File: config.mk
export PLATFORM = sky130hd
export DESIGN_NAME = rd_sqrt_cell
export DESIGN_NICKNAME = d
export VERILOG_FILES = /design/src/rd_pkg.sv /design/src/rd_sqrt_cell.sv
export SDC_FILE = /design/constraint.sdc
export NUM_CORES = 1
export LEC_CHECK = 0
export BUFFER_PORTS_ARGS = -buffer_cell sky130_fd_sc_hd__buf_2
export CORE_AREA = 3 3 172 174
export DETAILED_ROUTE_END_ITERATION = 8
export DIE_AREA = 0 0 175 177
export PLACE_DENSITY = 0.7
export SLEW_MARGIN = 25
export SYNTH_ARGS = -nofsm -noshare
export SYNTH_HDL_FRONTEND = slang
export SYNTH_SLANG_ARGS = --single-unit
File: constraint.sdc
create_clock -name clk -period 3.1 [get_ports clk]
set_input_delay 0.31 -clock clk [delete_from_list [all_inputs] [get_ports clk]]
set_output_delay 0.31 -clock clk [all_outputs]
set_load 0.05 [all_outputs]
File: src/rd_pkg.sv
// Shared types and constants for the pinhole ray direction unit.
// Used by the front end, the square-root and divide cells and the top level.
package rd_pkg;

  // Configuration register indexes
  localparam logic [2:0] REG_BASE_DIR   = 3'd0;
  localparam logic [2:0] REG_RIGHT_STEP = 3'd1;
  localparam logic [2:0] REG_DOWN_STEP  = 3'd2;
  localparam logic [2:0] REG_WIDTH      = 3'd3;
  localparam logic [2:0] REG_HEIGHT     = 3'd4;

  localparam int VEC_BITS     = 63;  // three packed components
  localparam int COMP_BITS    = 21;  // signed Q3.17 component
  localparam int RES_BITS     = 13;  // resolution register
  localparam int HalfDivisor  = 2;
  localparam int OFF_BITS     = 14;  // signed offset from image center
  localparam int PROD_BITS    = COMP_BITS + OFF_BITS;
  localparam int D_BITS       = 37;  // signed unnormalized component
  localparam int MAG_BITS     = 36;
  localparam int BL_BITS      = 6;
  localparam int NORM_BITS    = 30;
  localparam int SHAMT_BITS   = 5;
  localparam int SQ_BITS      = 2 * NORM_BITS;
  localparam int SUM_BITS     = 63;
  localparam int SQRT_CELLS   = 32;
  localparam int LEN_BITS     = 32;
  localparam int OUT_BITS     = 16;

  typedef logic [NORM_BITS-1:0] norm_mag_t;

  // Sign and zero-length flags that ride along with each word
  typedef struct packed {
    logic [2:0] neg;
    logic       degen;
  } rd_flags_t;

  // Word handed from one square-root cell to the next
  typedef struct packed {
    logic [SUM_BITS-1:0] rem;
    logic [SUM_BITS-1:0] root;
    norm_mag_t [2:0]     mag;
    rd_flags_t           flags;
  } rd_sqrt_t;

endpackage

File: src/rd_sqrt_cell.sv
// One step of the digit-by-digit integer square root.
// Uses rd_pkg::rd_sqrt_t; cells are chained in the top level.
module rd_sqrt_cell #(
  parameter int STEP = 0
) (
  input  logic              clk,
  input  logic              rst,
  input  logic              adv,
  input  logic              in_valid,
  input  rd_pkg::rd_sqrt_t  in_word,
  output logic              out_valid,
  output rd_pkg::rd_sqrt_t  out_word
);

  localparam logic [rd_pkg::SUM_BITS-1:0] BITV =
    rd_pkg::SUM_BITS'(1) << (rd_pkg::SUM_BITS - 1 - 2 * STEP);

  logic [rd_pkg::SUM_BITS-1:0] trial;

  assign trial = in_word.root + BITV;

  always_ff @(posedge clk) begin
    if (rst) begin
      out_valid <= 1'b0;
    end else if (adv) begin
      out_valid <= in_valid;
    end
  end

  // Subtract the trial value where it fits and set this root bit
  always_ff @(posedge clk) begin
    if (adv) begin
      out_word.mag   <= in_word.mag;
      out_word.flags <= in_word.flags;
      if (in_word.rem >= trial) begin
        out_word.rem  <= in_word.rem - trial;
        out_word.root <= (in_word.root >> 1) + BITV;
      end else begin
        out_word.rem  <= in_word.rem;
        out_word.root <= in_word.root >> 1;
      end
    end
  end

endmodule

==> key figures <==
Logic synthesis
  – Cells after Synth: a little under 1000
  – Largest area contributor in the netlist: edfxtp_1
  – Unique masters post-synth: 54
  – Flops & latches, synth: between 200 and 250
  – Post-synth top cells: 220 x edfxtp_1, 123 x nand2_1, 99 x o21ai_0
  – Most common cell in the netlist: edfxtp_1
  – EDFF count, synth: 220
  – Synth top area cells: edfxtp_1 59%, ha_1 7.2%, o21ai_0 4.4%
  – Async set-reset flop share out of synthesis: 0
  – Post-Syn Nets: between 1000 and 1500
  – Register area share after synthesis: 0.592
  – Synth top area share: 0.590
  – Mapped Area: about 11000 µm²
  – Top_reg_cell synth: edfxtp_1
  – Syn_area_per_cell: ~11 µm²
  – Yosys warning total: 0

Floorplan
  – Ports: approximately 450
  – Starting Density: 0.401
  – Core footprint: approximately 28000 µm²
  – Full die area: between 30000 and 40000 µm²
  – Die Wd: about 180 µm
  – Row Count: slightly above 60
  – Chip Height: 177 µm

Drt
  – DRT Pass-1 Iters: 5
  – Avg WL per Cell: between 20 and 25 µm
  – WL final: about 43000 µm
  – DR vias: around 11000
  – Vias per cell: ~5
  – Initial DRC count: just over 800
  – ANT nets after route: 0
  – DRC errors left: 0

Placement
  – PortBufs: around 440
  – Dpl ws: -0.433 ns
  – DP Cell Count: between 1500 and 2000
  – Placed cell areas: roughly 15000 µm²
  – GP Congestion: between 0.9 and 1
  – Dpl hpwl: about 31000 µm

Global routing
  – Vias in the first global route: around 11000
  – Largest net degree at the start of global routing: 63
  – First-pass GRT wire length: 61400 µm
  – Initial antenna violation count: 12
  – GR Overflow Total: 0
  – Gr usage total: 0.258

Cells and area
  – Number of fillers in the final layout: 2214
  – Final Core Density: 0.622
  – Final Non-Filler Cells: between 2000 and 2500
  – Design Area, Final: about 17000 µm²
  – NumNets Final: roughly 2000
  – Area delta synth->final: 55.3%
  – Share of layout cells above drive strength 1: 0.381

Clocking
  – Cts bufs inserted: 26
  – Root buffer cell: clkbuf_16
  – # H-tree levels: 1
  – Clk slew on worst S/H paths: around 0.06 ns
  – Clock Path Buffers: 3
  – Skew-Pair Late Insertion Delay: 0.52 ns
  – Clock Sink Count: about 220
  – CTS tree: yes

Timing
  – Final hold violation count: 0
  – Final setup fails: 0
  – Minimum clock period: 2.98 ns
  – Worst-margin pin slew: between 0.4 and 0.5 ns
  – Final setup margin: roughly 0.12 ns
  – Slew Limit Fails: 0
  – Setup Skew: 0 ns
  – Final Cycle Share: 0.963
  – Slew margin rel.: 0.674
  – Fmax: roughly 0.34 GHz

Worst hold path
  – Worst min path class: primary input to register

Power and ir drop
  – Max IR drop VDD: between 0.0004 and 0.0005 V
  – Power per cell area: between 500 and 600 nW/µm²
  – Pwr Total: 0.00989 W
  – Leak Pwr: 7.75 nW

Status
  – Status: finished clean

Critical path
  – Crit path cell chain: dlygate4sd3_1, buf_2, inv_1, ha_4, buf_4, nand4_1, nor2_2, buf_4, nand2_1, o21a_1, o21a_2, o31a_4, buf_12, buf_4, nand2_1, o21ai_0
  – Max stage delay on crit path: between 0.5 and 0.6 ns
  – Crit path max fanout: 5
  – Worst path bufs/invs: 7
  – Worst Setup End Kind: register
  – Setup CP Type: primary input to register
  – Req. time, crit path: approximately 3.4 ns
  – CP Launch Type: primary input
  – CP most frequent cell: buf_4
  – WP data arrival: ~3.3 ns
  – Crit-path slowest cell: dlygate4sd3_1
  – Crit-path leading delay family: buffers and inverters

Job
  – Max Cap Violations: 0
## flip-flops by register name (all words and copies together) (netlist names)
name and count:
out_valid 1, out_word 220
## path summary, 6_finish.rpt
kind | from | to | slack (ns) | cells past startpoint
setup / recovery | in_word[133] | out_word[217] | 0.12 | 16
setup reg to reg | out_valid | out_valid | 2.51 | 2
hold reg to reg | out_valid | out_valid | 0.51 | 2
hold / removal | in_valid | out_valid | 0.04 | 3
## final cells by class
cell class | count | area [µm²] | share of cell area
Antenna cell | 6 | 15.0 | 0.000864
Clock buffer | 30 | 687 | 0.0395
Clock inverter | 17 | 170 | 0.00980
Inverter | 76 | 285 | 0.0164
Multi-Input combinational cell | 654 | 4310 | 0.248
Sequential cell | 221 | 6630 | 0.381
Tap cell | 378 | 473 | 0.0272
Timing Repair Buffer | 719 | 4800 | 0.276
## cell usage in the layout, fill, tap and decap left out, types with 30 or more instances in the layout
cell type | netlist | layout
nor2_1 | 53 | 49
a21oi_1 | 83 | 74
ha_1 | 64 | 55
xnor2_1 | 33 | 33
dlygate4sd3_1 | 0 | 152
clkbuf_16 | 0 | 30
nand2_1 | 123 | 122
o21ai_0 | 99 | 94
buf_4 | 0 | 114
buf_2 | 13 | 441
edfxtp_1 | 220 | 220
inv_1 | 76 | 74
## where the power goes
| group | leakage, nW | total [W] | internal [W] | switching [W] |
|---|---|---|---|---|
| Clock | 0.421 | 0.00309 | 0.00184 | 0.00126 |
| Combinational | 5.17 | 0.00307 | 0.00101 | 0.00206 |
| Sequential | 2.16 | 0.00372 | 0.00364 | 0.0000830 |
| Total | 7.75 | 0.00989 | 0.00649 | 0.00340 |
## tightest hold or removal path: cells and delay by family
family        cells  cell delay (ns)
buf+inv           1             0.08
mux               1             0.06
simple gates      1             0.08
## layer usage
layer	wire, µm	GRT usage
met5	80	0
met4	1760	0.112
met3	3500	0.0725
met2	20800	0.439
met1	16400	0.306
## kinds of logic (layout without fill, tap and decap cells)
family | count (synthesis) | after routing | share of synthesized area
fa+ha+maj | 65 | 65 | 0.0734
simple gates | 259 | 259 | 0.105
other cells | 0 | 6 | 0
flops | 221 | 221 | 0.592
compound gates | 264 | 265 | 0.137
xor+xnor | 60 | 60 | 0.0470
mux | 5 | 5 | 0.00559
buf+inv | 111 | 842 | 0.0401
## metrics by stage
stage / hold slack [ns] / TNS (ns)
after floorplan: 0.382 / 0
after global placement: 0.477 / -8.22
after detailed placement: 0.483 / -12.66
after CTS: 0.0137 / 0
after global routing: 0.0367 / -0.0191
final: 0.0387 / 0
## repair_timing
action / 4_1_cts / 5_1_grt
endpoints found under the hold margin: 154 / 0
setup buffers: 0 / 2
hold buffers: 154 / 0
gates resized for setup: 0 / 47
endpoints found under the setup margin: 0 / 62
Note: power is estimated with default switching activity, not from simulation.
