<file path="config.mk">
export PLATFORM = sky130hd
export DESIGN_NAME = rd_div_cell
export DESIGN_NICKNAME = d
export VERILOG_FILES = /design/src/rd_pkg.sv /design/src/rd_div_cell.sv
export SDC_FILE = /design/constraint.sdc
export NUM_CORES = 1
export LEC_CHECK = 0
export BUFFER_PORTS_ARGS = -buffer_cell sky130_fd_sc_hd__buf_2
export CELL_PAD_IN_SITES_DETAIL_PLACEMENT = 1
export CELL_PAD_IN_SITES_GLOBAL_PLACEMENT = 2
export CORE_MARGIN = 8
export CORE_UTILIZATION = 34
export CTS_CLUSTER_DIAMETER = 150
export DETAILED_ROUTE_END_ITERATION = 10
export PLACE_DENSITY_LB_ADDON = 0.1
export RECOVER_POWER = 25
export SYNTH_ARGS = -nofsm -noshare
export SYNTH_HDL_FRONTEND = slang
export SYNTH_SLANG_ARGS = --single-unit
</file>
<file path="constraint.sdc">
create_clock -name clk -period 7.2 [get_ports clk]
set_input_delay 1.8 -clock clk [delete_from_list [all_inputs] [get_ports clk]]
set_output_delay 1.8 -clock clk [all_outputs]
set_load 0.005 [all_outputs]
</file>
<file path="src/rd_pkg.sv">
// Shared types and constants for the pinhole ray direction unit.
// Used by the front end, the square-root and divide cells and the top level.
package rd_pkg;

  // Configuration register indexes
  localparam logic [2:0] REG_BASE_DIR   = 3'd0;
  localparam logic [2:0] REG_RIGHT_STEP = 3'd1;
  localparam logic [2:0] REG_DOWN_STEP  = 3'd2;
  localparam logic [2:0] REG_WIDTH      = 3'd3;
  localparam logic [2:0] REG_HEIGHT     = 3'd4;

  localparam int VEC_BITS     = 63;  // three packed components
  localparam int COMP_BITS    = 21;  // signed Q3.17 component
  localparam int RES_BITS     = 13;  // resolution register
  localparam int HalfDivisor  = 2;
  localparam int OFF_BITS     = 14;  // signed offset from image center
  localparam int PROD_BITS    = COMP_BITS + OFF_BITS;
  localparam int D_BITS       = 37;  // signed unnormalized component
  localparam int MAG_BITS     = 36;
  localparam int BL_BITS      = 6;
  localparam int NORM_BITS    = 30;
  localparam int SHAMT_BITS   = 5;
  localparam int SQ_BITS      = 2 * NORM_BITS;
  localparam int SUM_BITS     = 63;
  localparam int SQRT_CELLS   = 32;
  localparam int LEN_BITS     = 32;
  localparam int OUT_BITS     = 16;

  typedef logic [NORM_BITS-1:0] norm_mag_t;

  // Sign and zero-length flags that ride along with each word
  typedef struct packed {
    logic [2:0] neg;
    logic       degen;
  } rd_flags_t;

  // Word handed from one square-root cell to the next
  typedef struct packed {
    logic [SUM_BITS-1:0] rem;
    logic [SUM_BITS-1:0] root;
    norm_mag_t [2:0]     mag;
    rd_flags_t           flags;
  } rd_sqrt_t;

endpackage

</file>
<file path="src/rd_div_cell.sv">
// One quotient bit of a restoring division for all three components.
// Uses rd_pkg; cells are chained in the top level.
module rd_div_cell #(
  parameter int QW    = 15,
  parameter int RW    = 47,
  parameter int SHIFT = 0
) (
  input  logic                          clk,
  input  logic                          rst,
  input  logic                          adv,
  input  logic                          in_valid,
  input  logic [2:0][RW-1:0]            in_rem,
  input  logic [2:0][QW-1:0]            in_quo,
  input  logic [rd_pkg::LEN_BITS-1:0]   in_len,
  input  rd_pkg::rd_flags_t             in_flags,
  output logic                          out_valid,
  output logic [2:0][RW-1:0]            out_rem,
  output logic [2:0][QW-1:0]            out_quo,
  output logic [rd_pkg::LEN_BITS-1:0]   out_len,
  output rd_pkg::rd_flags_t             out_flags
);

  logic [RW-1:0] dsor;

  assign dsor = RW'(in_len) << SHIFT;

  always_ff @(posedge clk) begin
    if (rst) begin
      out_valid <= 1'b0;
    end else if (adv) begin
      out_valid <= in_valid;
    end
  end

  // Compare against the shifted divisor and shift in one quotient bit
  always_ff @(posedge clk) begin
    if (adv) begin
      for (int k = 0; k < 3; k++) begin
        if (in_rem[k] >= dsor) begin
          out_rem[k] <= in_rem[k] - dsor;
          out_quo[k] <= {in_quo[k][QW-2:0], 1'b1};
        end else begin
          out_rem[k] <= in_rem[k];
          out_quo[k] <= {in_quo[k][QW-2:0], 1'b0};
        end
      end
      out_len   <= in_len;
      out_flags <= in_flags;
    end
  end

endmodule

</file>
==> flow_metrics.tcl, run 1 <==
set metrics [dict create \
    status "finished, violations left" \
    violations "capacitance limit, slew limit" \
    drv_cap 1 \
    grt_usage 0.223 \
    die_h_um 225 \
    first_pass_iters 5 \
    htree_levels 1 \
    slew_violations 89 \
    rsz0062_at_grt "no" \
    hold_viol 0 \
    die_area_sq_mm 0.0505 \
    max_freq_ghz 0.171 \
    final_common_cell "buf_2" \
    cts-resized-gates 0 \
    gp_congestion 0.889 \
    pwr_density_cell_mw_per_mm2 220 \
    final_cell_mix "buf_2 (428), edfxtp_1 (222), a21oi_1 (139), nand2_1 (133), nor2_1 (115)" \
    path_buf_inv 2 \
    path_cells "clkbuf_1, buf_12" \
    async_flop_share 0 \
    rows 76 \
    relSlewSlack -2.46 \
    fin_crit_sh 0.814 \
    fillCellCount 5045 \
    fin_crit_ns 5.86 \
    cts-root-buf "clkbuf_16" \
    syn_area_sq_mm 0.0148 \
    cp_top_family "buffers and inverters" \
    synth_edf_count 222 \
    yosys.area.top_type "edfxtp_1" \
    synth_top_area_frac 0.450 \
    timing.setup.tns_ns 0 \
    dp.final_hpwl_mm 47.6 \
    cts_buffer_depth 3 \
    fin_skew_ns 0 \
    die_w_um 225 \
    cts_hold_buf 0 \
    area_growth_syn_to_layout_pct 24.2 \
    cp-start-kind "input port" \
    synth.area.top_cells "edfxtp_1 (45%), ha_1 (8.1%), a21oi_1 (4.7%)" \
    worstSetupPathType "in2reg" \
    routed-via-count 13200 \
    nets 2217 \
    postCtsSetupBuffers 0 \
    path_max_fanout 136 \
    wl_per_cell_um 23.3 \
    syn_avg_cell_area_sq_um 10.0 \
    hp-class "reg2reg" \
    critical_path.max_stage_delay_ns 3.52 \
    synthCells 1475 \
    cts.sinks 223 \
    synth_ff_type "edfxtp_1" \
    cp.arrival_ns 6.04 \
    io_buffers 445 \
    cts_tree "built" \
    first_iter_violations 655 \
    drtAntennaViolNets 0 \
    finalPower_w 0.00405 \
    cp-end-kind "flop" \
    finalSetupViolations 0 \
    worst_ep_required_time_ns 7.38 \
    antenna_found_initial 10 \
    grt_pass1_wl_mm 87.1 \
    yosys_warnings 0 \
    synth_cell_types 81 \
    power.leakage_nw 7.55 \
    seq_area_frac_synth 0.451 \
    worstMarginPinSlew_ns 5.18 \
    finalWirelength_mm 58.3 \
    viasPerCell 5.26 \
    grt_max_degree 137 \
    cp_slowest_cell "clkbuf_1" \
    syn-num-nets 1800 \
    ys_ff_latch 223 \
    cts.clk_slew.worst_paths_ns 0.06 \
    grt_pass1_vias 13900 \
    ios 449 \
    start_util 0.344 \
    drcViolationCount 0 \
    grt_remaining_overflow 0 \
    clk_latency_ns 0.56 \
    core_sq_mm 0.0431 \
    peakVddDrop_v 0.000176 \
    cts_buffers 28 \
    drive_above_1_share 0.278 \
]
cells by family after synthesis:
family,count (synthesis),synth area share
multiplexers,10,0.00752
XOR/XNOR,120,0.0710
flip-flops,223,0.451
AO/OA/AOI/OAI,424,0.190
AND/OR/NAND/NOR,461,0.154
adder cells (fa/ha/maj),99,0.0852
buffers and inverters,138,0.0406
power breakdown:
group          leakage [nW]  internal (W)  switching (W)  total [W]
logic                  4.93      0.000411       0.000599    0.00101
clock network         0.434      0.000800       0.000570    0.00137
registers              2.18       0.00162      0.0000409    0.00167
total                  7.55       0.00284        0.00121    0.00405
cell type report:
class,count,area (sq um),share of cell area
multi-input combinational,1114,7530,0.410
sequential,223,6690,0.364
timing repair buffer,452,2270,0.123
clock buffer,32,737,0.0401
tap,585,732,0.0398
inverter,73,274,0.0149
clock inverter,17,140,0.00762
antenna,7,17.5,0.000952
cells in the mapped netlist, types with 6 or more instances:
master       n
o211ai_1    17
nand3_1     34
o21bai_1    17
nand2_1    133
o21ai_0     64
nor3_1      34
ha_1        96
clkbuf_1    43
a21boi_0     9
a2111oi_0    9
inv_1       72
or4_1        9
a21o_1      35
nand4_1     23
a31oi_1      9
nor4b_1      8
buf_6        6
xnor2_1     67
a21oi_1    139
nor2b_1     12
nor2_1     115
nand2b_1    12
o21a_1      13
or3_1       20
edfxtp_1   222
xor2_1      53
o31ai_1     11
a211oi_1    16
o21ai_1      6
buf_2       12
mux2_2       8
nor4_1      21
o21ai_2     22
sequential cells by signal (all words and copies together), names as in the netlist:
register,cells
out_valid,1
out_quo,45
out_rem,141
out_len,32
out_flags,4
path summary, 6_finish.rpt:
kind | start | slack [ns] | end | cells past startpoint
setup / recovery | adv | 1.34 | out_rem[121] | 2
setup reg to reg | out_valid | 6.62 | out_valid | 2
hold reg to reg | out_valid | 0.50 | out_valid | 2
hold / removal | out_valid | 0.50 | out_valid | 2
through the flow:
step,worst slack [ns],hold WS (ns),util,std cells,instance area (sq um)
global route,0.911,0.540,0.427,2498,18400
detailed placement,1.48,0.489,0.407,2447,17500
CTS,2.08,0.503,0.427,2496,18400
global placement,1.53,0.468,0.407,2447,17500
finish,1.34,0.496,0.427,2503,18400
floorplan,2.42,0.485,-,1475,14800
routing by layer:
metal	up-vias	wire length [um]	track usage
met5	-	65	0
met4	10	1700	0.0675
met3	89	3530	0.0503
met2	349	27900	0.379
met1	6347	25100	0.280
li1	6378	-	-
No activity file was read; power rests on OpenSTA's default activity.
==> run 2: changes to the inputs <==
--- a/config.mk
+++ b/config.mk
@@ -5,11 +5,12 @@
 export SDC_FILE = /design/constraint.sdc
 export NUM_CORES = 1
 export LEC_CHECK = 0
+export ABC_AREA = 1
 export BUFFER_PORTS_ARGS = -buffer_cell sky130_fd_sc_hd__buf_2
 export CELL_PAD_IN_SITES_DETAIL_PLACEMENT = 1
 export CELL_PAD_IN_SITES_GLOBAL_PLACEMENT = 2
 export CORE_MARGIN = 8
-export CORE_UTILIZATION = 34
+export CORE_UTILIZATION = 26
 export CTS_CLUSTER_DIAMETER = 150
 export DETAILED_ROUTE_END_ITERATION = 10
 export PLACE_DENSITY_LB_ADDON = 0.1
==> constraint.sdc (replaced) <==
create_clock -name clk -period 4.96 [get_ports clk]
set_input_delay 1.24 -clock clk [delete_from_list [all_inputs] [get_ports clk]]
set_output_delay 1.24 -clock clk [all_outputs]
set_load 0.005 [all_outputs]
==> flow_metrics.tcl, run 2 <==
set metrics [dict create \
    status "finished, violations left" \
    violations "capacitance limit, slew limit" \
    htree_levels 1 \
    cp_slowest_cell "clkbuf_1" \
    largest_reg_flops 141 \
    reg_top3 "out_rem x141, out_quo x45, out_len x32" \
    max_freq_ghz 0.262 \
    viasPerCell 4.51 \
    die_area_sq_mm 0.0844 \
    grt_pass1_vias 21400 \
    start_util 0.263 \
    seq_area_frac_synth 0.341 \
    syn_avg_cell_area_sq_um 6.39 \
    crit_top_cell "nand2_1" \
    path_max_fanout 5 \
    cp.arrival_ns 4.18 \
    slew_violations 108 \
    cts_tree "built" \
    core_sq_mm 0.0746 \
    worstSetupPathType "in2reg" \
    hp-class "reg2reg" \
    pwr-share-clk 0.327 \
    cts-root-buf "clkbuf_16" \
    syn-num-nets 3393 \
    drive_above_1_share 0.164 \
    synth_ff_type "edfxtp_1" \
    cts_buffer_depth 3 \
    synth_top_area_frac 0.340 \
    intPower_w 0.00419 \
    placed_area_sq_mm 0.0229 \
    r2r_slack_ns 4.31 \
    die_w_um 291 \
    syn_area_sq_mm 0.0196 \
    power.leakage_nw 12.9 \
    drcViolationCount 0 \
    peakVddDrop_v 0.000265 \
    clk_latency_ns 0.60 \
    path_cells "clkbuf_1, ha_1, inv_1, fa_1, nand3_1, nand3_1, nand2_1, nand2_1, nand2_1, nand3_1, nand2_1, nand2_1, nand2_1, nand2_1, nand2_1, inv_1" \
    final_cell_mix "nand2_1 (1381), inv_1 (633), buf_2 (422), nor2_1 (243), edfxtp_1 (222)" \
    fin_crit_sh 0.770 \
    path_buf_inv 3 \
    post-route-cell-area_sq_mm 0.0238 \
    dp.final_hpwl_mm 83.4 \
    async_flop_share 0 \
    power_frac_seq 0.378 \
    hold_viol 0 \
    cts_hold_buf 0 \
    cts.sinks 223 \
    rsz0062_at_grt "no" \
    worstMarginPinSlew_ns 2.97 \
    relSlewSlack -0.979 \
    nets 3857 \
    first_iter_violations 960 \
    critical_path.max_stage_delay_ns 0.66 \
    synthTopCellsByCount "nand2_1 (1381), inv_1 (633), nor2_1 (243)" \
    antenna_found_initial 21 \
    fin_skew_ns 0 \
    combPwrFrac 0.296 \
    grt_max_degree 109 \
    cts.clk_slew.worst_paths_ns 0.06 \
    cp-end-kind "flop" \
    worst_ep_required_time_ns 5.32 \
    ys_ff_latch 223 \
    yosys.area.top_type "edfxtp_1" \
    synth.area.top_cells "edfxtp_1 (34%), nand2_1 (26%), inv_1 (12%)" \
    postCtsSetupBuffers 0 \
    cts_buffers 29 \
    area_growth_syn_to_layout_pct 21.5 \
    drv_cap 1 \
    yosysMostFrequentCell "nand2_1" \
    final_common_cell "nand2_1" \
    synth_cell_types 36 \
    p_sw_w 0.00224 \
    grt_usage 0.219 \
    first_pass_iters 6 \
    rows 100 \
    synthCells 3068 \
    finalWirelength_mm 96.1 \
    cp-start-kind "input port" \
    gp_congestion 0.916 \
    cp_top_family "simple AND/OR/NAND/NOR gates" \
    p_sw_frac 0.348 \
    io_buffers 445 \
    pwr_density_cell_mw_per_mm2 270 \
    ios 449 \
    fillCellCount 9814 \
    grt_pass1_wl_mm 140 \
    cts-resized-gates 0 \
    grt_remaining_overflow 0 \
    drtAntennaViolNets 0 \
    top_register "out_rem" \
    die_h_um 291 \
    yosys_warnings 0 \
    routed-via-count 20400 \
    wl_per_cell_um 21.2 \
    finalSetupViolations 0 \
    timing.setup.tns_ns 0 \
    fin_crit_ns 3.82 \
    synth_edf_count 222 \
]
[run 2: power groups by stage]
stage / sequential [W] / combinational (W) / clock [W]
2_1_floorplan: 0.00247 / 0.000971 / 0
3_3_place_gp: 0.00245 / 0.00191 / 0
3_5_place_dp: 0.00246 / 0.00193 / 0
4_1_cts: 0.00242 / 0.00194 / 0.00217
5_1_grt: 0.00244 / 0.00212 / 0.00223
6_report: 0.00243 / 0.00190 / 0.00210
[run 2: path summary, 6_finish.rpt]
path	from	end	cells after the start
max	in_len[0]	out_rem[126]	16
min	out_valid	out_valid	2
max reg2reg	out_valid	out_valid	2
min reg2reg	out_valid	out_valid	2
[run 2: area by class of cell]
cell class	instances	area, sq um	area share
well taps	969	1210	0.0509
diodes	4	10.0	0.000420
inverters	643	2410	0.101
clock buffers	36	752	0.0316
multi-input cells	2181	10300	0.432
repair buffers	454	2290	0.0962
flip-flops and latches	223	6690	0.281
clock inverters	16	165	0.00693
[run 2: cells by family (layout without fill, tap and decap cells)]
family,after synthesis,in the layout,synth area share
multiplexers,1,1,0.000511
XOR/XNOR,59,59,0.0264
other,0,4,0
buffers and inverters,664,1149,0.134
flip-flops,223,223,0.341
AND/OR/NAND/NOR,1932,1932,0.402
AO/OA/AOI/OAI,90,90,0.0313
adder cells (fa/ha/maj),99,99,0.0643
[run 2: tightest hold or removal path, delay by kind of cell (launching register included)]
family,cells,cell delay [ns]
DFF,1,0.32
muxes,1,0.07
and+or+nand+nor,1,0.09
[run 2: metal layers]
layer  GRT usage  routed length (um)
met5           0                  56
met4      0.0590                2620
met3      0.0409                5120
met2       0.385               46600
met1       0.271               41700
[run 2: metrics by stage]
step / hold WS, ns / worst slack (ns) / utilization / total power, W / cells
after floorplan: 0.485 / 1.97 / - / 0.00344 / 3068
after global placement: 0.475 / 0.781 / 0.307 / 0.00437 / 4470
after detailed placement: 0.522 / 0.751 / 0.307 / 0.00439 / 4470
after global routing: 0.580 / 0.955 / 0.319 / 0.00680 / 4525
after CTS: 0.535 / 1.40 / 0.320 / 0.00653 / 4522
final: 0.517 / 1.14 / 0.319 / 0.00642 / 4526
==> run 3: changes to the inputs <==
==> constraint.sdc (replaced) <==
create_clock -name clk -period 3.5 [get_ports clk]
set_input_delay 0.875 -clock clk [delete_from_list [all_inputs] [get_ports clk]]
set_output_delay 0.875 -clock clk [all_outputs]
set_load 0.005 [all_outputs]
==> flow_metrics.tcl, run 3 (synthesis gave the netlist of run 2 again) <==
set metrics [dict create \
    status "finished, violations left" \
    violations "capacitance limit, slew limit" \
    worst_ep_required_time_ns 3.72 \
    drv_cap 1 \
    cp.arrival_ns 3.25 \
    cts_hold_buf 0 \
    path_buf_inv 2 \
    rsz0062_at_grt "no" \
    routed-via-count 20700 \
    cp-start-kind "input port" \
    post-route-cell-area_sq_mm 0.0251 \
    grt_remaining_overflow 0 \
    fin_crit_ns 3.04 \
    final_common_cell "nand2_1" \
    viasPerCell 4.46 \
    io_buffers 445 \
    htree_levels 1 \
    cp_slowest_cell "clkbuf_2" \
    drtAntennaViolNets 0 \
    drcViolationCount 0 \
    fin_crit_sh 0.868 \
    p_sw_w 0.00322 \
    wl_per_cell_um 20.9 \
    r2r_cells 2 \
    power.leakage_nw 13.6 \
    path_max_fanout 68 \
    die_w_um 291 \
    postCtsSetupBuffers 0 \
    placed_area_sq_mm 0.0242 \
    timing.setup.tns_ns 0 \
    ios 449 \
    fin_skew_ns 0 \
    finalWirelength_mm 97.1 \
    die_area_sq_mm 0.0844 \
    area_growth_syn_to_layout_pct 27.8 \
    grt_pass1_wl_mm 143 \
    rows 100 \
    top_register "out_rem" \
    first_iter_violations 861 \
    max_freq_ghz 0.329 \
    finalSetupViolations 0 \
    worst_hold_path.num_cells 2 \
    clk_latency_ns 0.58 \
    worstMarginPinSlew_ns 2.22 \
    cts-root-buf "clkbuf_16" \
    power_frac_seq 0.371 \
    start_util 0.263 \
    largest_reg_flops 141 \
    relSlewSlack -0.481 \
    final_cell_mix "nand2_1 (1381), inv_1 (633), buf_2 (422), nor2_1 (243), edfxtp_1 (222)" \
    hold_viol 0 \
    p_sw_frac 0.348 \
    cts.clk_slew.worst_paths_ns 0.06 \
    slew_violations 66 \
    cts_buffer_depth 3 \
    cts-resized-gates 0 \
    cp_top_family "buffers and inverters" \
    dp.final_hpwl_mm 85.4 \
    grt_pass1_vias 22100 \
    grt_usage 0.222 \
    path_cells "clkbuf_2, clkbuf_2" \
    cts.sinks 223 \
    cp.depth 2 \
    drive_above_1_share 0.194 \
    gp_congestion 0.929 \
    cp-end-kind "flop" \
    worstSetupPathType "in2reg" \
    nets 3982 \
    cts_buffers 29 \
    intPower_w 0.00603 \
    peakVddDrop_v 0.000383 \
    critical_path.max_stage_delay_ns 1.55 \
    crit_top_cell "clkbuf_2" \
    core_sq_mm 0.0746 \
    die_h_um 291 \
    antenna_found_initial 12 \
    first_pass_iters 5 \
    hp-class "in2reg" \
    pwr_density_cell_mw_per_mm2 369 \
    combPwrFrac 0.312 \
    grt_max_degree 69 \
    pwr-share-clk 0.317 \
    reg_top3 "out_rem x141, out_quo x45, out_len x32" \
    cts_tree "built" \
]
-- run 3: path summary, 6_finish.rpt --
path	start	endpoint	slack (ns)
setup / recovery	adv	out_len[21]	0.46
hold / removal	rst	out_valid	0.44
setup reg to reg	out_valid	out_valid	2.92
hold reg to reg	out_valid	out_valid	0.50
-- run 3: per-stage QoR --
| stage | setup slack, ns | util | std cells | hold slack, ns | power [W] |
|---|---|---|---|---|---|
| finish | 0.463 | 0.336 | 4651 | 0.442 | 0.00926 |
| global route | 0.291 | 0.336 | 4650 | 0.425 | 0.00980 |
| CTS | 0.677 | 0.337 | 4649 | 0.395 | 0.00944 |
| detailed placement | 0.0429 | 0.324 | 4595 | 0.496 | 0.00642 |
| global placement | 0.00605 | 0.324 | 4595 | 0.475 | 0.00639 |
| floorplan | 0.873 | - | 3068 | 0.485 | 0.00488 |
-- run 3: final cells by class --
type                            count  area [sq um]
Timing Repair Buffer              579          3520
Antenna cell                        2          5.00
Multi-Input combinational cell   2181         10300
Clock buffer                       33           741
Inverter                          643          2410
Clock inverter                     21           183
Fill cell                        9655         49500
Sequential cell                   223          6690
Tap cell                          969          1210
-- run 3: metal layers --
| layer | vias up | global-route usage | part of all wire |
|---|---|---|---|
| li1 | 10500 | - | - |
| met1 | 9768 | 0.283 | 0.45 |
| met5 | - | 0 | 0.00051 |
| met3 | 89 | 0.0297 | 0.039 |
| met2 | 368 | 0.401 | 0.49 |
| met4 | 8 | 0.0400 | 0.020 |
-- run 3: power by group through the flow --
stage | Sequential (W) | Combinational [W] | Clock, W
after floorplan | 0.00350 | 0.00138 | 0
after global placement | 0.00348 | 0.00292 | 0
after detailed placement | 0.00348 | 0.00294 | 0
after CTS | 0.00343 | 0.00295 | 0.00305
after global routing | 0.00346 | 0.00323 | 0.00311
final | 0.00343 | 0.00289 | 0.00293
